<file path="config.mk">
export PLATFORM = sky130hd
export DESIGN_NAME = nsuv_cordic_cell
export DESIGN_NICKNAME = d
export VERILOG_FILES = /design/src/rtl/nsuv_pkg.sv /design/src/rtl/nsuv_cordic_cell.sv
export SDC_FILE = /design/constraint.sdc
export NUM_CORES = 1
export LEC_CHECK = 0
export ABC_CLOCK_PERIOD_IN_PS = 13400
export BUFFER_PORTS_ARGS = -buffer_cell sky130_fd_sc_hd__buf_2
export CORE_MARGIN = 1
export CORE_UTILIZATION = 58
export CTS_BUF_LIST = sky130_fd_sc_hd__clkbuf_8
export DETAILED_ROUTE_END_ITERATION = 6
export PLACE_DENSITY = 0.9
export SLEW_MARGIN = 20
export SYNTH_ARGS = -nofsm -noshare
export SYNTH_HDL_FRONTEND = slang
export SYNTH_SLANG_ARGS = --single-unit
export TNS_END_PERCENT = 20
</file>
<file path="constraint.sdc">
create_clock -name clk -period 13.4 [get_ports clk]
set_input_delay 0.67 -clock clk [delete_from_list [all_inputs] [get_ports clk]]
set_output_delay 0.67 -clock clk [all_outputs]
set_load 0.05 [all_outputs]
</file>
<file path="src/rtl/nsuv_pkg.sv">
// ---------------------------------------------------------------------------
// nsuv_pkg
// Shared types, constants and functions for the spherical UV mapping core.
// ---------------------------------------------------------------------------
package nsuv_pkg;

	localparam int CORDIC_STAGES = 16;
	localparam int SQRT_STAGES   = 23;	// one root bit per cell
	localparam int LW  = 28;		// CORDIC vector lane width
	localparam int AW  = 34;		// angle width, 2^-32 turn units
	localparam int NW  = 46;		// radicand width
	localparam int QW  = 23;		// root width
	localparam int RW  = 26;		// partial remainder width
	localparam int SHW = 5;		// stage index width
	localparam int DW  = 36;		// coordinate difference width

	localparam logic signed [AW-1:0] HALF_TURN = AW'(64'sd2147483648);

	typedef struct packed {
		logic signed [LW-1:0] a;
		logic signed [LW-1:0] b;
		logic signed [AW-1:0] ang;
		logic                 zero;
	} lane_t;

	typedef struct packed {
		lane_t               u;
		logic signed [15:0]  y;
		logic                last;
	} side_t;

	typedef struct packed {
		logic [NW-1:0] n;
		logic [RW-1:0] rem;
		logic [QW-1:0] root;
		side_t         side;
	} sq_t;

	// atan(2^-i) as a fraction of a full turn, 2^-32 units
	function automatic logic signed [AW-1:0] atan_tab(input logic [SHW-1:0] idx);
		logic signed [AW-1:0] r;
		unique case (idx)
			5'd0:  r = AW'(536870912);
			5'd1:  r = AW'(316933406);
			5'd2:  r = AW'(167458907);
			5'd3:  r = AW'(85004756);
			5'd4:  r = AW'(42667331);
			5'd5:  r = AW'(21354465);
			5'd6:  r = AW'(10679838);
			5'd7:  r = AW'(5340245);
			5'd8:  r = AW'(2670163);
			5'd9:  r = AW'(1335087);
			5'd10: r = AW'(667544);
			5'd11: r = AW'(333772);
			5'd12: r = AW'(166886);
			5'd13: r = AW'(83443);
			5'd14: r = AW'(41722);
			5'd15: r = AW'(20861);
			5'd16: r = AW'(10430);
			5'd17: r = AW'(5215);
			5'd18: r = AW'(2608);
			5'd19: r = AW'(1304);
			5'd20: r = AW'(652);
			5'd21: r = AW'(326);
			5'd22: r = AW'(163);
			5'd23: r = AW'(81);
			default: r = '0;
		endcase
		return r;
	endfunction

	// fold the left half plane onto the right one before the rotations
	function automatic lane_t lane_init(input logic signed [LW-1:0] a,
			input logic signed [LW-1:0] b);
		lane_t l;
		l.zero = (a == '0) && (b == '0);
		if (a < 0) begin
			l.a   = -a;
			l.b   = -b;
			l.ang = (b >= 0) ? HALF_TURN : -HALF_TURN;
		end else begin
			l.a   = a;
			l.b   = b;
			l.ang = '0;
		end
		return l;
	endfunction

	// round half up to Q0.16 and saturate
	function automatic logic [15:0] to_q16(input logic signed [DW-1:0] d);
		logic signed [DW-1:0] q;
		logic [15:0] r;
		q = d + DW'(32768);
		if (q < 0)
			r = '0;
		else if (q[DW-2:32] != '0)
			r = '1;
		else
			r = q[31:16];
		return r;
	endfunction

endpackage

</file>
<file path="src/rtl/nsuv_cordic_cell.sv">
// ---------------------------------------------------------------------------
// nsuv_cordic_cell
// One vectoring CORDIC rotation: drive b toward zero, accumulate the angle.
// ---------------------------------------------------------------------------
module nsuv_cordic_cell import nsuv_pkg::*; (
	input  logic           clk,
	input  logic           en,
	input  logic [SHW-1:0] stage,
	input  lane_t          l_in,
	output lane_t          l_out
);

	logic signed [LW-1:0] da;
	logic signed [LW-1:0] db;
	logic signed [AW-1:0] step;
	lane_t                nxt;

	always_comb begin
		da       = l_in.b >>> stage;
		db       = l_in.a >>> stage;
		step     = atan_tab(stage);
		nxt.zero = l_in.zero;
		if (l_in.b >= 0) begin
			nxt.a   = l_in.a + da;
			nxt.b   = l_in.b - db;
			nxt.ang = l_in.ang + step;
		end else begin
			nxt.a   = l_in.a - da;
			nxt.b   = l_in.b + db;
			nxt.ang = l_in.ang - step;
		end
	end

	always_ff @(posedge clk) begin
		if (en)
			l_out <= nxt;
	end

endmodule

</file>
==> summary.md <==
| Metric | Value |
|---|---|
| Synthesized cell area | 13510 um2 |
| CTS tree | yes |
| Layout Cells excl Fill | 1941 |
| Number of global-route vias before repair | between 10000 and 15000 |
| Max FFs per register | between 90 and 100 |
| Gpl congestion | slightly above 1 |
| FMAX | around 140 MHz |
| I/O Pins | about 190 |
| Setup Fix Bufs, Post-CTS | 0 |
| CTS max path bufs | 2 |
| Slew Limit Fails | 0 |
| CP Capture Point | l_out[33] |
| Post-CTS Resized | 0 |
| Die H | 154.6 um |
| Crit-path max FO | 53 |
| Initial antenna violation count | 1 |
| Critical path type | input pin to register |
| Syn Nets | ~1700 |
| Vias | 13470 |
| Port buffer count | between 150 and 200 |
| Synth Warn # | 0 |
| P&R area growth vs syn | 7.953% |
| GRT Total Usage | 36.65% |
| Post-synthesis sequential area ratio | approximately 20% |
| Slew margin rel. | between 20 and 25% |
| Max-Cap Viols | 0 |
| Avg Vias per Cell | 6.942 |
| Final Setup Violations | 0 |
| Post-route setup TNS | 0 ns |
| Worst-path clk slew | between 0.1 and 0.15 ns |
| Detailed placement HPWL | 32560 um |
| Combinational share of power | approximately 62% |
| Core box area | between 20000 and 25000 um2 |
| Register bit count reported by yosys | just over 90 |
| Min cycle time layout | 6.946 ns |
| Detailed Route WL | roughly 44000 um |
| Biggest regs | l_out (91) |
| Dpl cell area | roughly 14000 um2 |
| Count of cell types in the netlist | 97 |
| RSZ-0062 raised after global routing | false |
| Initial DRC count | ~1900 |
| Worst vdd ir | 0.08774 mV |
| Clock share of power | 12.2% |
| Sw Share | 49.68% |
| H-tree lvl count | 3 |
| Post-Place Cells | 1924 |
| Most flops, register | l_out |
| Layout cell share with drive strength beyond 1 | between 20% and 30% |
| Critical Path RT | roughly 14 ns |
| Num CTS Buffers | 9 |
| Total Power | 1.697 mW |
| M3 GR Usage | around 8.5% |
| Worst setup path startpoint | stage[2] |
| Cts hold-fix bufs | 0 |
| Failing checks | DRC |
| Met2 Usage GRT | roughly 59% |
| Async SR Flop Fraction | 0% |
| Post-synth EDFFs | 91 |
| Worst Max-Slew Pin Slew | 1.137 ns |
| Pwr Density | ~120 nW/um2 |
| Final Worst Setup Slack | roughly 6.5 ns |
| Seq pwr share | roughly a quarter |
| Met1 Track Usage GR | 45.79% |
| Final-layout fill cell count | slightly below 2000 |
| GR peak layer | met2 |
| Worst Hold Class | input pin to register |
| Die area | between 20000 and 25000 um2 |
| Setup WS pre-CTS | between 6 and 7 ns |
| CTS root buf | clkbuf_8 |
| Initial Util | 59.50% |
| Final instance area | 14590 um2 |
| Fin util | between 60% and 70% |
| Die width | around 150 um |
| Hold slack | ~0.44 ns |
| Status | finished, violations left |
| DRC Markers | 1 |
| Global-route wire length before repair | 68590 um |
| Routed len/inst | approximately 23 um |
| Final Hold Vio Count | 0 |
| Critical Path Start Type | input pin |
| Drt first pass iters | 7 |
| WP data arrival | 7.11 ns |
| Leakage power | approximately 6 nW |
| Pin count of the biggest net entering global routing | around 90 |
| Fin crit share | about half |
| Worst setup EP type | register |
| # rows | between 50 and 60 |
| Total grt overflow | 0 |
| CTS sink cnt | a little over 90 |
| Switch Pwr | between 800 and 900 uW |
| Cells after synthesis | between 1500 and 2000 |
| Main synth FF type | edfxtp_1 |
| Nets | approximately 1800 |
| Pint | 854.1 uW |
| DRT antenna net count | 0 |
| Syn avg cell area | 8.861 um2 |
-- logic make-up (layout without fill, tap and decap cells) --
| group | Yosys count | count (layout) | share of synthesized area [%] |
|---|---|---|---|
| other | 0 | 1 | 0 |
| AO/OA/AOI/OAI | 494 | 494 | 24.36 |
| AND/OR/NAND/NOR | 433 | 433 | 15.88 |
| multiplexers | 134 | 134 | 15.46 |
| XOR/XNOR | 148 | 148 | 9.593 |
| buffers and inverters | 124 | 254 | 4.963 |
| adder cells (fa/ha/maj) | 101 | 101 | 9.519 |
| flip-flops | 91 | 91 | 20.22 |
-- power groups by stage --
stage / Combinational, mW / Sequential, mW / Clock, mW
5_1_grt: 1.13 / 0.439 / 0.223
4_1_cts: 1.04 / 0.434 / 0.213
2_1_floorplan: 0.548 / 0.699 / 0
3_5_place_dp: 1.03 / 0.440 / 0
6_report: 1.06 / 0.433 / 0.208
3_3_place_gp: 1.02 / 0.438 / 0
-- area by class of cell --
| type | count | area (um2) | area share, % |
|---|---|---|---|
| multi-input combinational | 1310 | 10110 | 69.32 |
| sequential | 91 | 2733 | 18.73 |
| timing repair buffer | 200 | 1042 | 7.145 |
| tap | 285 | 356.6 | 2.444 |
| inverter | 38 | 142.6 | 0.9778 |
| clock buffer | 9 | 123.9 | 0.8491 |
| clock inverter | 7 | 75.07 | 0.5146 |
| antenna | 1 | 2.502 | 0.01715 |
-- worst min-delay path by stage --
stage                     startpoint  endpoint  slack, ns  cells past startpoint
after floorplan              l_in[0]  l_out[0]       0.77                      0
after detailed placement     l_in[0]  l_out[0]       0.85                      1
after CTS                    l_in[0]  l_out[0]       0.42                      1
final                        l_in[0]  l_out[0]       0.44                      1
after global routing         l_in[0]  l_out[0]       0.42                      1
after global placement       l_in[0]  l_out[0]       0.85                      1
-- routing by layer --
| metal | up-vias | part of all wire [%] | wire length [um] |
|---|---|---|---|
| met5 | - | 0 | 0 |
| met4 | 0 | 5.8 | 2544 |
| met3 | 215 | 11 | 4826 |
| met2 | 937 | 46 | 19910 |
| met1 | 6232 | 38 | 16400 |
| li1 | 6090 | - | - |
-- cells in the mapped netlist (5+ instances only) --
library cell	count	area, um2
nand2_1	138	518.0
nand3_1	34	170.2
o21bai_1	13	97.59
o31ai_1	15	112.6
buf_2	17	85.08
a22oi_1	13	97.59
a21o_1	44	330.3
clkbuf_1	33	123.9
xnor2_1	92	805.8
o41ai_1	9	78.83
o221ai_1	7	61.31
inv_1	35	131.4
a221oi_1	8	70.07
or2_2	12	75.07
a21boi_0	6	45.04
a21oi_1	115	575.6
edfxtp_1	91	2733
o211ai_1	20	150.1
and2_1	7	43.79
xor2_1	56	490.5
nand2b_1	30	187.7
o21a_1	21	157.7
o21ai_0	108	540.5
o31a_1	9	78.83
buf_4	6	45.04
a31oi_1	21	131.4
a211oi_1	12	90.09
or3_1	10	62.56
o211a_1	5	50.05
nor2_1	97	364.1
and3_1	13	81.33
nand4_1	10	62.56
mux2i_1	43	430.4
nor3_1	26	130.1
mux2_2	33	371.6
nor2b_1	22	137.6
buf_1	10	37.54
mux4_2	55	1239
nor4_1	8	50.05
ha_1	98	1226
buf_6	17	191.4
o22ai_1	16	100.1
-- cells in the final DEF, fill, tap and decap left out, types with 9 or more instances in the layout --
| master | instances |
|---|---|
| nand2b_1 | 30 |
| inv_1 | 35 |
| buf_2 | 185 |
| o41ai_1 | 9 |
| ha_1 | 98 |
| or3_1 | 10 |
| or2_2 | 12 |
| xor2_1 | 56 |
| mux4_2 | 55 |
| nand4_1 | 10 |
| buf_4 | 14 |
| nor2_1 | 96 |
| xnor2_1 | 92 |
| nor2b_1 | 22 |
| edfxtp_1 | 91 |
| o31a_1 | 9 |
| a31oi_1 | 21 |
| a21o_1 | 44 |
| nor3_1 | 26 |
| mux2i_1 | 43 |
| o21a_1 | 21 |
| clkbuf_8 | 9 |
| a211oi_1 | 12 |
| a21oi_1 | 115 |
| o21bai_1 | 13 |
| mux2_2 | 33 |
| o22ai_1 | 16 |
| o21ai_0 | 108 |
| and3_1 | 13 |
| nand2_1 | 138 |
| o211ai_1 | 20 |
| a22oi_1 | 13 |
| o31ai_1 | 15 |
| nand3_1 | 34 |
-- worst max-delay path, cell delays in order --
cell and delay, ns:
buf_4 0.49, buf_4 0.59, clkinv_1 0.17, buf_4 0.29, nor2_1 0.36, nor3_1 0.14, o41ai_1 0.84, nand4_1 0.41
o21ai_2 0.51, xor2_1 0.20, ha_1 0.31, and3_1 0.24, and2_1 0.17, a221oi_1 0.28, o21ai_0 0.22, a31oi_1 0.49
o211ai_1 0.21, a21o_1 0.20, a21oi_1 0.18, xnor2_1 0.08
Note: power is estimated with default switching activity, not from simulation.
