`src/rtl/nsuv_pkg.sv`:
```
// ---------------------------------------------------------------------------
// nsuv_pkg
// Shared types, constants and functions for the spherical UV mapping core.
// ---------------------------------------------------------------------------
package nsuv_pkg;

	localparam int CORDIC_STAGES = 16;
	localparam int SQRT_STAGES   = 23;	// one root bit per cell
	localparam int LW  = 28;		// CORDIC vector lane width
	localparam int AW  = 34;		// angle width, 2^-32 turn units
	localparam int NW  = 46;		// radicand width
	localparam int QW  = 23;		// root width
	localparam int RW  = 26;		// partial remainder width
	localparam int SHW = 5;		// stage index width
	localparam int DW  = 36;		// coordinate difference width

	localparam logic signed [AW-1:0] HALF_TURN = AW'(64'sd2147483648);

	typedef struct packed {
		logic signed [LW-1:0] a;
		logic signed [LW-1:0] b;
		logic signed [AW-1:0] ang;
		logic                 zero;
	} lane_t;

	typedef struct packed {
		lane_t               u;
		logic signed [15:0]  y;
		logic                last;
	} side_t;

	typedef struct packed {
		logic [NW-1:0] n;
		logic [RW-1:0] rem;
		logic [QW-1:0] root;
		side_t         side;
	} sq_t;

	// atan(2^-i) as a fraction of a full turn, 2^-32 units
	function automatic logic signed [AW-1:0] atan_tab(input logic [SHW-1:0] idx);
		logic signed [AW-1:0] r;
		unique case (idx)
			5'd0:  r = AW'(536870912);
			5'd1:  r = AW'(316933406);
			5'd2:  r = AW'(167458907);
			5'd3:  r = AW'(85004756);
			5'd4:  r = AW'(42667331);
			5'd5:  r = AW'(21354465);
			5'd6:  r = AW'(10679838);
			5'd7:  r = AW'(5340245);
			5'd8:  r = AW'(2670163);
			5'd9:  r = AW'(1335087);
			5'd10: r = AW'(667544);
			5'd11: r = AW'(333772);
			5'd12: r = AW'(166886);
			5'd13: r = AW'(83443);
			5'd14: r = AW'(41722);
			5'd15: r = AW'(20861);
			5'd16: r = AW'(10430);
			5'd17: r = AW'(5215);
			5'd18: r = AW'(2608);
			5'd19: r = AW'(1304);
			5'd20: r = AW'(652);
			5'd21: r = AW'(326);
			5'd22: r = AW'(163);
			5'd23: r = AW'(81);
			default: r = '0;
		endcase
		return r;
	endfunction

	// fold the left half plane onto the right one before the rotations
	function automatic lane_t lane_init(input logic signed [LW-1:0] a,
			input logic signed [LW-1:0] b);
		lane_t l;
		l.zero = (a == '0) && (b == '0);
		if (a < 0) begin
			l.a   = -a;
			l.b   = -b;
			l.ang = (b >= 0) ? HALF_TURN : -HALF_TURN;
		end else begin
			l.a   = a;
			l.b   = b;
			l.ang = '0;
		end
		return l;
	endfunction

	// round half up to Q0.16 and saturate
	function automatic logic [15:0] to_q16(input logic signed [DW-1:0] d);
		logic signed [DW-1:0] q;
		logic [15:0] r;
		q = d + DW'(32768);
		if (q < 0)
			r = '0;
		else if (q[DW-2:32] != '0)
			r = '1;
		else
			r = q[31:16];
		return r;
	endfunction

endpackage

```
`src/rtl/nsuv_sqrt_cell.sv`:
```
// ---------------------------------------------------------------------------
// nsuv_sqrt_cell
// One restoring square-root step: one root bit per cycle while en is high.
// ---------------------------------------------------------------------------
module nsuv_sqrt_cell import nsuv_pkg::*; (
	input  logic clk,
	input  logic en,
	input  sq_t  d_in,
	output sq_t  d_out
);

	logic [RW-1:0] rem_sh;
	logic [RW-1:0] trial;
	sq_t           nxt;

	always_comb begin
		rem_sh   = {d_in.rem[RW-3:0], d_in.n[NW-1:NW-2]};
		trial    = {1'b0, d_in.root, 2'b01};
		nxt.n    = {d_in.n[NW-3:0], 2'b00};
		nxt.side = d_in.side;
		if (rem_sh >= trial) begin
			nxt.rem  = rem_sh - trial;
			nxt.root = {d_in.root[QW-2:0], 1'b1};
		end else begin
			nxt.rem  = rem_sh;
			nxt.root = {d_in.root[QW-2:0], 1'b0};
		end
	end

	always_ff @(posedge clk) begin
		if (en)
			d_out <= nxt;
	end

endmodule

```
`config.mk`:
```
export PLATFORM = sky130hd
export DESIGN_NAME = nsuv_sqrt_cell
export DESIGN_NICKNAME = d
export VERILOG_FILES = /design/src/rtl/nsuv_pkg.sv /design/src/rtl/nsuv_sqrt_cell.sv
export SDC_FILE = /design/constraint.sdc
export NUM_CORES = 1
export LEC_CHECK = 0
export BUFFER_PORTS_ARGS = -buffer_cell sky130_fd_sc_hd__buf_2
export CAP_MARGIN = 20
export CORE_AREA = 2 2 159 161
export DETAILED_ROUTE_END_ITERATION = 16
export DIE_AREA = 0 0 161 163
export PLACE_DENSITY = 0.6
export SLEW_MARGIN = 20
export SYNTH_ARGS = -nofsm -noshare
export SYNTH_HDL_FRONTEND = slang
export SYNTH_SLANG_ARGS = --single-unit
```
`constraint.sdc`:
```
create_clock -name clk -period 5.48 [get_ports clk]
set_clock_uncertainty 0.2 [all_clocks]
set_input_delay 0 -clock clk [delete_from_list [all_inputs] [get_ports clk]]
set_output_delay 0 -clock clk [all_outputs]
set_load 0.02 [all_outputs]
```
==> metrics.md, run 1 <==
| Metric | Value |
|---|---|
| Mapped cell area | between 7000 and 8000 µm² |
| Combinational power share | 0.196 |
| Cts repair resizes | 0 |
| Gr ovfl total | 0 |
| Vias in the first global route | between 6000 and 7000 |
| FF/Latch Area | 6036 µm² |
| Synth top area cells | edfxtp_1 77%, ha_1 4.0%, nand2_1 2.6% |
| Util after Layout | 0.5418 |
| Crit path capture type | register |
| Post-synth top flop | edfxtp_1 |
| Cell Pwr Density | slightly above 300 nW/µm² |
| Sequential power share | 0.455 |
| Core area | 24670 µm² |
| Initial drt markers | 498 |
| CTS max path bufs | 3 |
| Pint | roughly 3100 µW |
| Maximum VDD drop | 0.2111 mV |
| Post-synthesis sequential area ratio | 0.7722 |
| Hold Startpoint | d_in[179] |
| Sum Neg Setup Slack | 0 ns |
| Total GRT Usage | 0.2083 |
| CP Capture Point | d_out[156]$_DFFE_PP_ |
| Hold Crit Class | primary input to register |
| Critical path launch point | d_in[119] |
| Fin crit period | 3.631 ns |
| Initial antenna violation count | 5 |
| Final ANT Viol Nets | 0 |
| Commonest non-fill, non-tap cell in the layout | buf_2 |
| Yosys cell types | 51 |
| Fill cell count | slightly above 2000 |
| Crit path depth | 13 |
| CP arrival | between 3 and 4 ns |
| Net Sw Frac | 0.2654 |
| CP max-delay cell | dlygate4sd3_1 |
| First-pass GRT wire length | between 40 and 50 mm |
| H-tree depth | 1 |
| Vias per cell | 4.513 |
| Critical path, cell by cell | dlygate4sd3_1 > buf_2 > inv_1 > ha_1 > a21oi_1 > o21ai_1 > a21o_1 > a31o_1 > a211oi_4 > buf_4 > a2111oi_4 > xor2_1 > dlygate4sd3_1 |
| CTS tree | yes |
| Status | finished clean |
| Delay-heaviest family, CP | buffers and inverters |
| Count of input and output buffers | around 400 |
| Final period utilization | 0.6625 |
| EDFF count, synth | around 200 |
| Routed len/inst | ~19 µm |
| RD Place Congestion | ~0.86 |
| Final Hold Vio Count | 0 |
| Top reg by flops | d_out |
| NetSw | ~1100 µW |
| Post-synth ARST share | 0 |
| Final worst setup slack | between 1.5 and 2 ns |
| Synth top area share | 0.7722 |
| Non-Filler Instances | ~1500 |
| Slew Viols, Final | 0 |
| Critical path data required time | roughly 5.5 ns |
| CTS sink cnt | 201 |
| Most frequent cells in the layout | 402 x buf_2, 246 x dlygate4sd3_1, 201 x edfxtp_1, 54 x nand2_1, 39 x o21ai_0 |
| Slew @ Worst Pin | ~0.84 ns |
| CP startpoint kind | primary input |
| Cell taking the most area after synthesis | edfxtp_1 |
| Max FFs per register | 201 |
| Most frequent cell on the critical path | dlygate4sd3_1 |
| CP Class | primary input to register |
| Nets | between 1000 and 1500 |
| Placed Instances | 1212 |
| Buf/Inv on CP | 5 |
| DRT Pass-1 Iters | 4 |
| Total Wirelength | slightly below 30 mm |
| Synthesis Warnings | 0 |
| Die W | about 160 µm |
| Seq cells post-synth | roughly 200 |
| Die Height | approximately 160 µm |
| Synth-to-layout area growth | 71.04% |
| Post-Syn Instances | a little under 500 |
| Slew HR | 0.4408 |
| Max-cap violations | 0 |
| Pre-CTS setup slack | ~2.4 ns |
| Initial Utilization | 0.3168 |
| Mean Syn Cell Area | around 16 µm² |
| CTS root buffer | clkbuf_16 |
| Largest net degree at the start of global routing | 77 |
| Clock Power Share | 0.349 |
| Final setup violation count | 0 |
| TritonCTS Buffers | 23 |
| DP HPWL | about 19 mm |
| Multi-input logic area | ~1600 µm² |
| Top flop regs | d_out: 201 flops |
| CTS clk-pin slew, worst paths | 0.06 ns |
| Num rows | just under 60 |
| Number of post-CTS setup repair buffers | 0 |
| Leakage | 0.005749 µW |
| RSZ-0062 raised after global routing | false |
| Worst-path maximum fanout | 32 |
| Drc violations | 0 |
| Full die area | 26240 µm² |
| Via count | 6756 |
| Fmax | ~280 MHz |
| CP peak stage delay | between 0.5 and 0.6 ns |
| Fraction of layout cells with a size suffix above 1 | 0.3825 |
| Boundary pin count | slightly above 400 |
power groups by stage:
stage,clock (µW),sequential [µW],combinational (µW)
floorplan,0,2100,173
global placement,0,1910,653
detailed placement,0,1920,657
CTS,1480,1890,807
global route,1540,1900,865
finish,1450,1890,814
cell families (layout without fill, tap and decap cells):
group | after synthesis | after routing | synth area share
buffers and inverters | 45 | 722 | 0.02577
other | 1 | 3 | 0.0004798
AND/OR/NAND/NOR | 93 | 93 | 0.05571
flip-flops | 201 | 201 | 0.7722
adder cells (fa/ha/maj) | 25 | 25 | 0.04002
multiplexers | 1 | 1 | 0.001281
XOR/XNOR | 24 | 24 | 0.02689
AO/OA/AOI/OAI | 98 | 98 | 0.07764
final cells by class:
class                      count  area share
inverter                      32    0.008985
sequential                   201      0.4515
clock inverter                10    0.007674
timing repair buffer         652      0.3374
tap                          330     0.03088
multi-input combinational    243      0.1190
clock buffer                  28     0.04445
antenna                        1   0.0001872
Yosys cell counts, types with 3 or more instances:
library cell,number
nand2_1,54
buf_2,4
nor2_1,15
a21o_1,5
buf_4,7
o21ai_0,39
a21oi_1,30
nand4_1,4
o21ai_1,3
inv_1,31
xor2_1,13
ha_1,25
xnor2_1,11
edfxtp_1,201
per-stage QoR:
stage | hold slack (ns) | area [µm²] | total power (µW)
6_report | 0.01494 | 13370 | 4152
5_1_grt | 0.004508 | 13370 | 4302
4_1_cts | 0.0002278 | 13370 | 4177
3_5_place_dp | -0.02191 | 10210 | 2573
3_3_place_gp | -0.02296 | 10210 | 2567
2_1_floorplan | -0.1011 | 7820 | 2273
routing by layer:
layer / track usage / vias up / share of wire
met5: 0 / - / 0.0020
met4: 0.1063 / 8 / 0.052
met3: 0.05297 / 85 / 0.071
met2: 0.3664 / 316 / 0.50
met1: 0.2351 / 3199 / 0.37
li1: - / 3148 / -
repair_timing:
action | in CTS | in global routing
endpoints found under the hold margin | 274 | 0
setup endpoints to repair | 0 | 0
hold buffers | 246 | 0
worst min path at each step:
stage	end	cells past startpoint
after floorplan	d_out[0]$_DFFE_PP_	0
after detailed placement	d_out[176]$_DFFE_PP_	1
final	d_out[181]$_DFFE_PP_	2
after CTS	d_out[71]$_DFFE_PP_	2
after global placement	d_out[83]$_DFFE_PP_	1
after global routing	d_out[55]$_DFFE_PP_	2
Power figures use the tool's default switching activity.
==> run 2, diff against run 1 <==
- CORE_AREA: 2 2 159 161 -> 2 2 156 158
- DIE_AREA: 0 0 161 163 -> 0 0 158 160
- PLACE_DENSITY: 0.6 -> 0.62
- clock period: 5.48 -> 3.6 ns (I/O delays scaled with it)
==> run 2 against run 1 <==
Against the previous run: worst hold slack improved by 0.0051 ns; critical path depth decreased by 1; clock power increased by 57%; largest cell class unchanged; sequential share of layout area increased by 0.31 points; first-iteration DRC count increased by 2.6%; clock-buffer cell count unchanged.
==> metrics.md, run 2 (synthesized netlist as in run 1, its figures left out) <==
| Metric | Value |
|---|---|
| Boundary pin count | 408 (unchanged) |
| Max-cap violations | 0 (unchanged) |
| CP arrival | 3.36 ns (-0.31 ns) |
| Hold Crit Class | primary input to register |
| Routed len/inst | 19.24 µm (-0.12%) |
| Initial Utilization | 0.3281 (+0.01135) |
| Hold path cells | 2 (unchanged) |
| Fill cell count | 1937 (-4.7%) |
| Count of input and output buffers | 403 (unchanged) |
| H-tree depth | 1 (unchanged) |
| Largest net degree at the start of global routing | 81 (+5.2%) |
| Worst Hold Endpoint | d_out[184]$_DFFE_PP_ |
| Final period utilization | 0.9234 |
| TritonCTS Buffers | 23 (unchanged) |
| Slew HR | 0.5408 (+0.1000) |
| Commonest non-fill, non-tap cell in the layout | buf_2 |
| Final setup violation count | 0 (unchanged) |
| Fraction of layout cells with a size suffix above 1 | 0.3870 (+0.004509) |
| Final ANT Viol Nets | 0 (unchanged) |
| Top reg by flops | d_out |
| Most frequent cells in the layout | 402 x buf_2, 233 x dlygate4sd3_1, 201 x edfxtp_1, 54 x nand2_1, 39 x o21ai_0 |
| Nets | 1371 (-0.87%) |
| CTS clk-pin slew, worst paths | 0.06 ns (about the same) |
| WHS | 0.02001 ns (+0.005072 ns) |
| Fin crit period | between 3 and 4 ns |
| Worst-path maximum fanout | 28 (-13%) |
| Leakage | 0.005716 µW (-0.58%) |
| Top flop regs | d_out: 201 flops |
| Drc violations | 0 (unchanged) |
| Vias in the first global route | 6896 (+0.22%) |
| CTS sink cnt | 201 (unchanged) |
| CP Class | primary input to register |
| Cts repair resizes | 0 (unchanged) |
| Hold Startpoint | d_in[182] |
| Slew Viols, Final | 0 (unchanged) |
| Final Hold Vio Count | 0 (unchanged) |
| Initial drt markers | 511 (+2.6%) |
| Cell Pwr Density | 480.7 nW/µm² (+55%) |
| Max FFs per register | 201 (unchanged) |
| Total GRT Usage | 0.2129 (+0.004542) |
| RD Place Congestion | 0.8083 (-5.9%) |
| Core area | 23820 µm² (-3.5%) |
| Via count | 6606 (-2.2%) |
| Gr ovfl total | 0 (unchanged) |
| First-pass GRT wire length | 40.43 mm (-1.8%) |
| Critical path launch point | d_in[114] |
| Critical path data required time | 3.63 ns (-1.89 ns) |
| Total Wirelength | 28.47 mm (-1.3%) |
| CTS tree | yes |
| Synth-to-layout area growth | 69.86% |
| CTS root buffer | clkbuf_16 |
| Sum Neg Setup Slack | 0 ns (unchanged) |
| Fmax | between 300 and 400 MHz |
| Slew @ Worst Pin | 0.6873 ns (-0.1515 ns) |
| Full die area | 25280 µm² (-3.7%) |
| Initial antenna violation count | 3 (-2) |
| Num rows | 57 (-1.7%) |
| RSZ-0062 raised after global routing | false |
| Vias per cell | 4.464 (-1.1%) |
| DRT Pass-1 Iters | 6 (+2) |
| CTS max path bufs | 3 (unchanged) |
| DP HPWL | 18.83 mm (-2.6%) |
| CP startpoint kind | primary input |
| Util after Layout | 0.5574 (+0.01552) |
| Die W | 158 µm (-1.9%) |
| Crit path capture type | register |
| Status | finished clean |
| Die Height | 160 µm (-1.8%) |
| Maximum VDD drop | 0.3053 mV (+45%) |
==> run 2: cell count changes in the layout (fill, tap and decap cells not counted), sizes merged <==
cell and delta:
buf +1, bufinv +1, dlygate4sd3 -13
==> run 2: layer usage <==
layer | share of wire | vias up | global-route usage | wire [µm]
met3 | 0.073 | 67 | 0.04586 | 2071
met1 | 0.38 | 3133 | 0.2407 | 10730
met4 | 0.043 | 4 | 0.08681 | 1216
met2 | 0.51 | 277 | 0.3858 | 14420
li1 | - | 3125 | - | -
met5 | 0.0011 | - | 0 | 31
==> run 2: worst max-delay path by stage <==
stage	endpoint	cells after the start
5_1_grt	d_out[156]$_DFFE_PP_	12
4_1_cts	d_out[156]$_DFFE_PP_	13
6_report	d_out[156]$_DFFE_PP_	12
2_1_floorplan	d_out[155]$_DFFE_PP_	10
3_3_place_gp	d_out[156]$_DFFE_PP_	11
3_5_place_dp	d_out[156]$_DFFE_PP_	11
==> run 2: layout make-up <==
type	count	area, µm²	share of cell area
Clock buffer	28	594.3	0.04476
Sequential cell	201	6036	0.4546
Multi-Input combinational cell	243	1590	0.1198
Tap cell	324	405.4	0.03053
Antenna cell	1	2.502	0.0001885
Timing Repair Buffer	640	4400	0.3314
Clock inverter	11	127.6	0.009613
Inverter	32	120.1	0.009047
==> run 2: per-stage QoR <==
stage | power [µW] | area, µm² | setup slack [ns] | instances
after floorplan | 3461 | 7820 | 1.377 | 489
after global placement | 3907 | 10220 | 0.9383 | 1207
after detailed placement | 3917 | 10220 | 0.8992 | 1207
after CTS | 6409 | 13260 | 0.3247 | 1478
after global routing | 6627 | 13280 | 0.1132 | 1480
final | 6383 | 13280 | 0.2756 | 1480
==> run 2: critical path, stage by stage <==
cell and delay [ns]:
dlygate4sd3_1 0.56, buf_2 0.13, inv_1 0.04, ha_1 0.43, nand4_1 0.19, or3_1 0.40
o21ai_1 0.23, a211oi_4 0.10, buf_4 0.23, a2111oi_4 0.34, xor2_1 0.11, dlygate4sd3_1 0.58
==> run 2: repair_timing <==
item	in CTS	in global routing
hold buffers	232	1
buffers inserted	0	0
hold endpoints to repair	278	1
==> run 2: where the power goes <==
| group | switching (µW) | total [µW] | internal (µW) |
|---|---|---|---|
| Combinational | 719 | 1230 | 508 |
| Clock | 899 | 2280 | 1380 |
| Sequential | 56.5 | 2880 | 2820 |
| Total | 1670 | 6380 | 4710 |
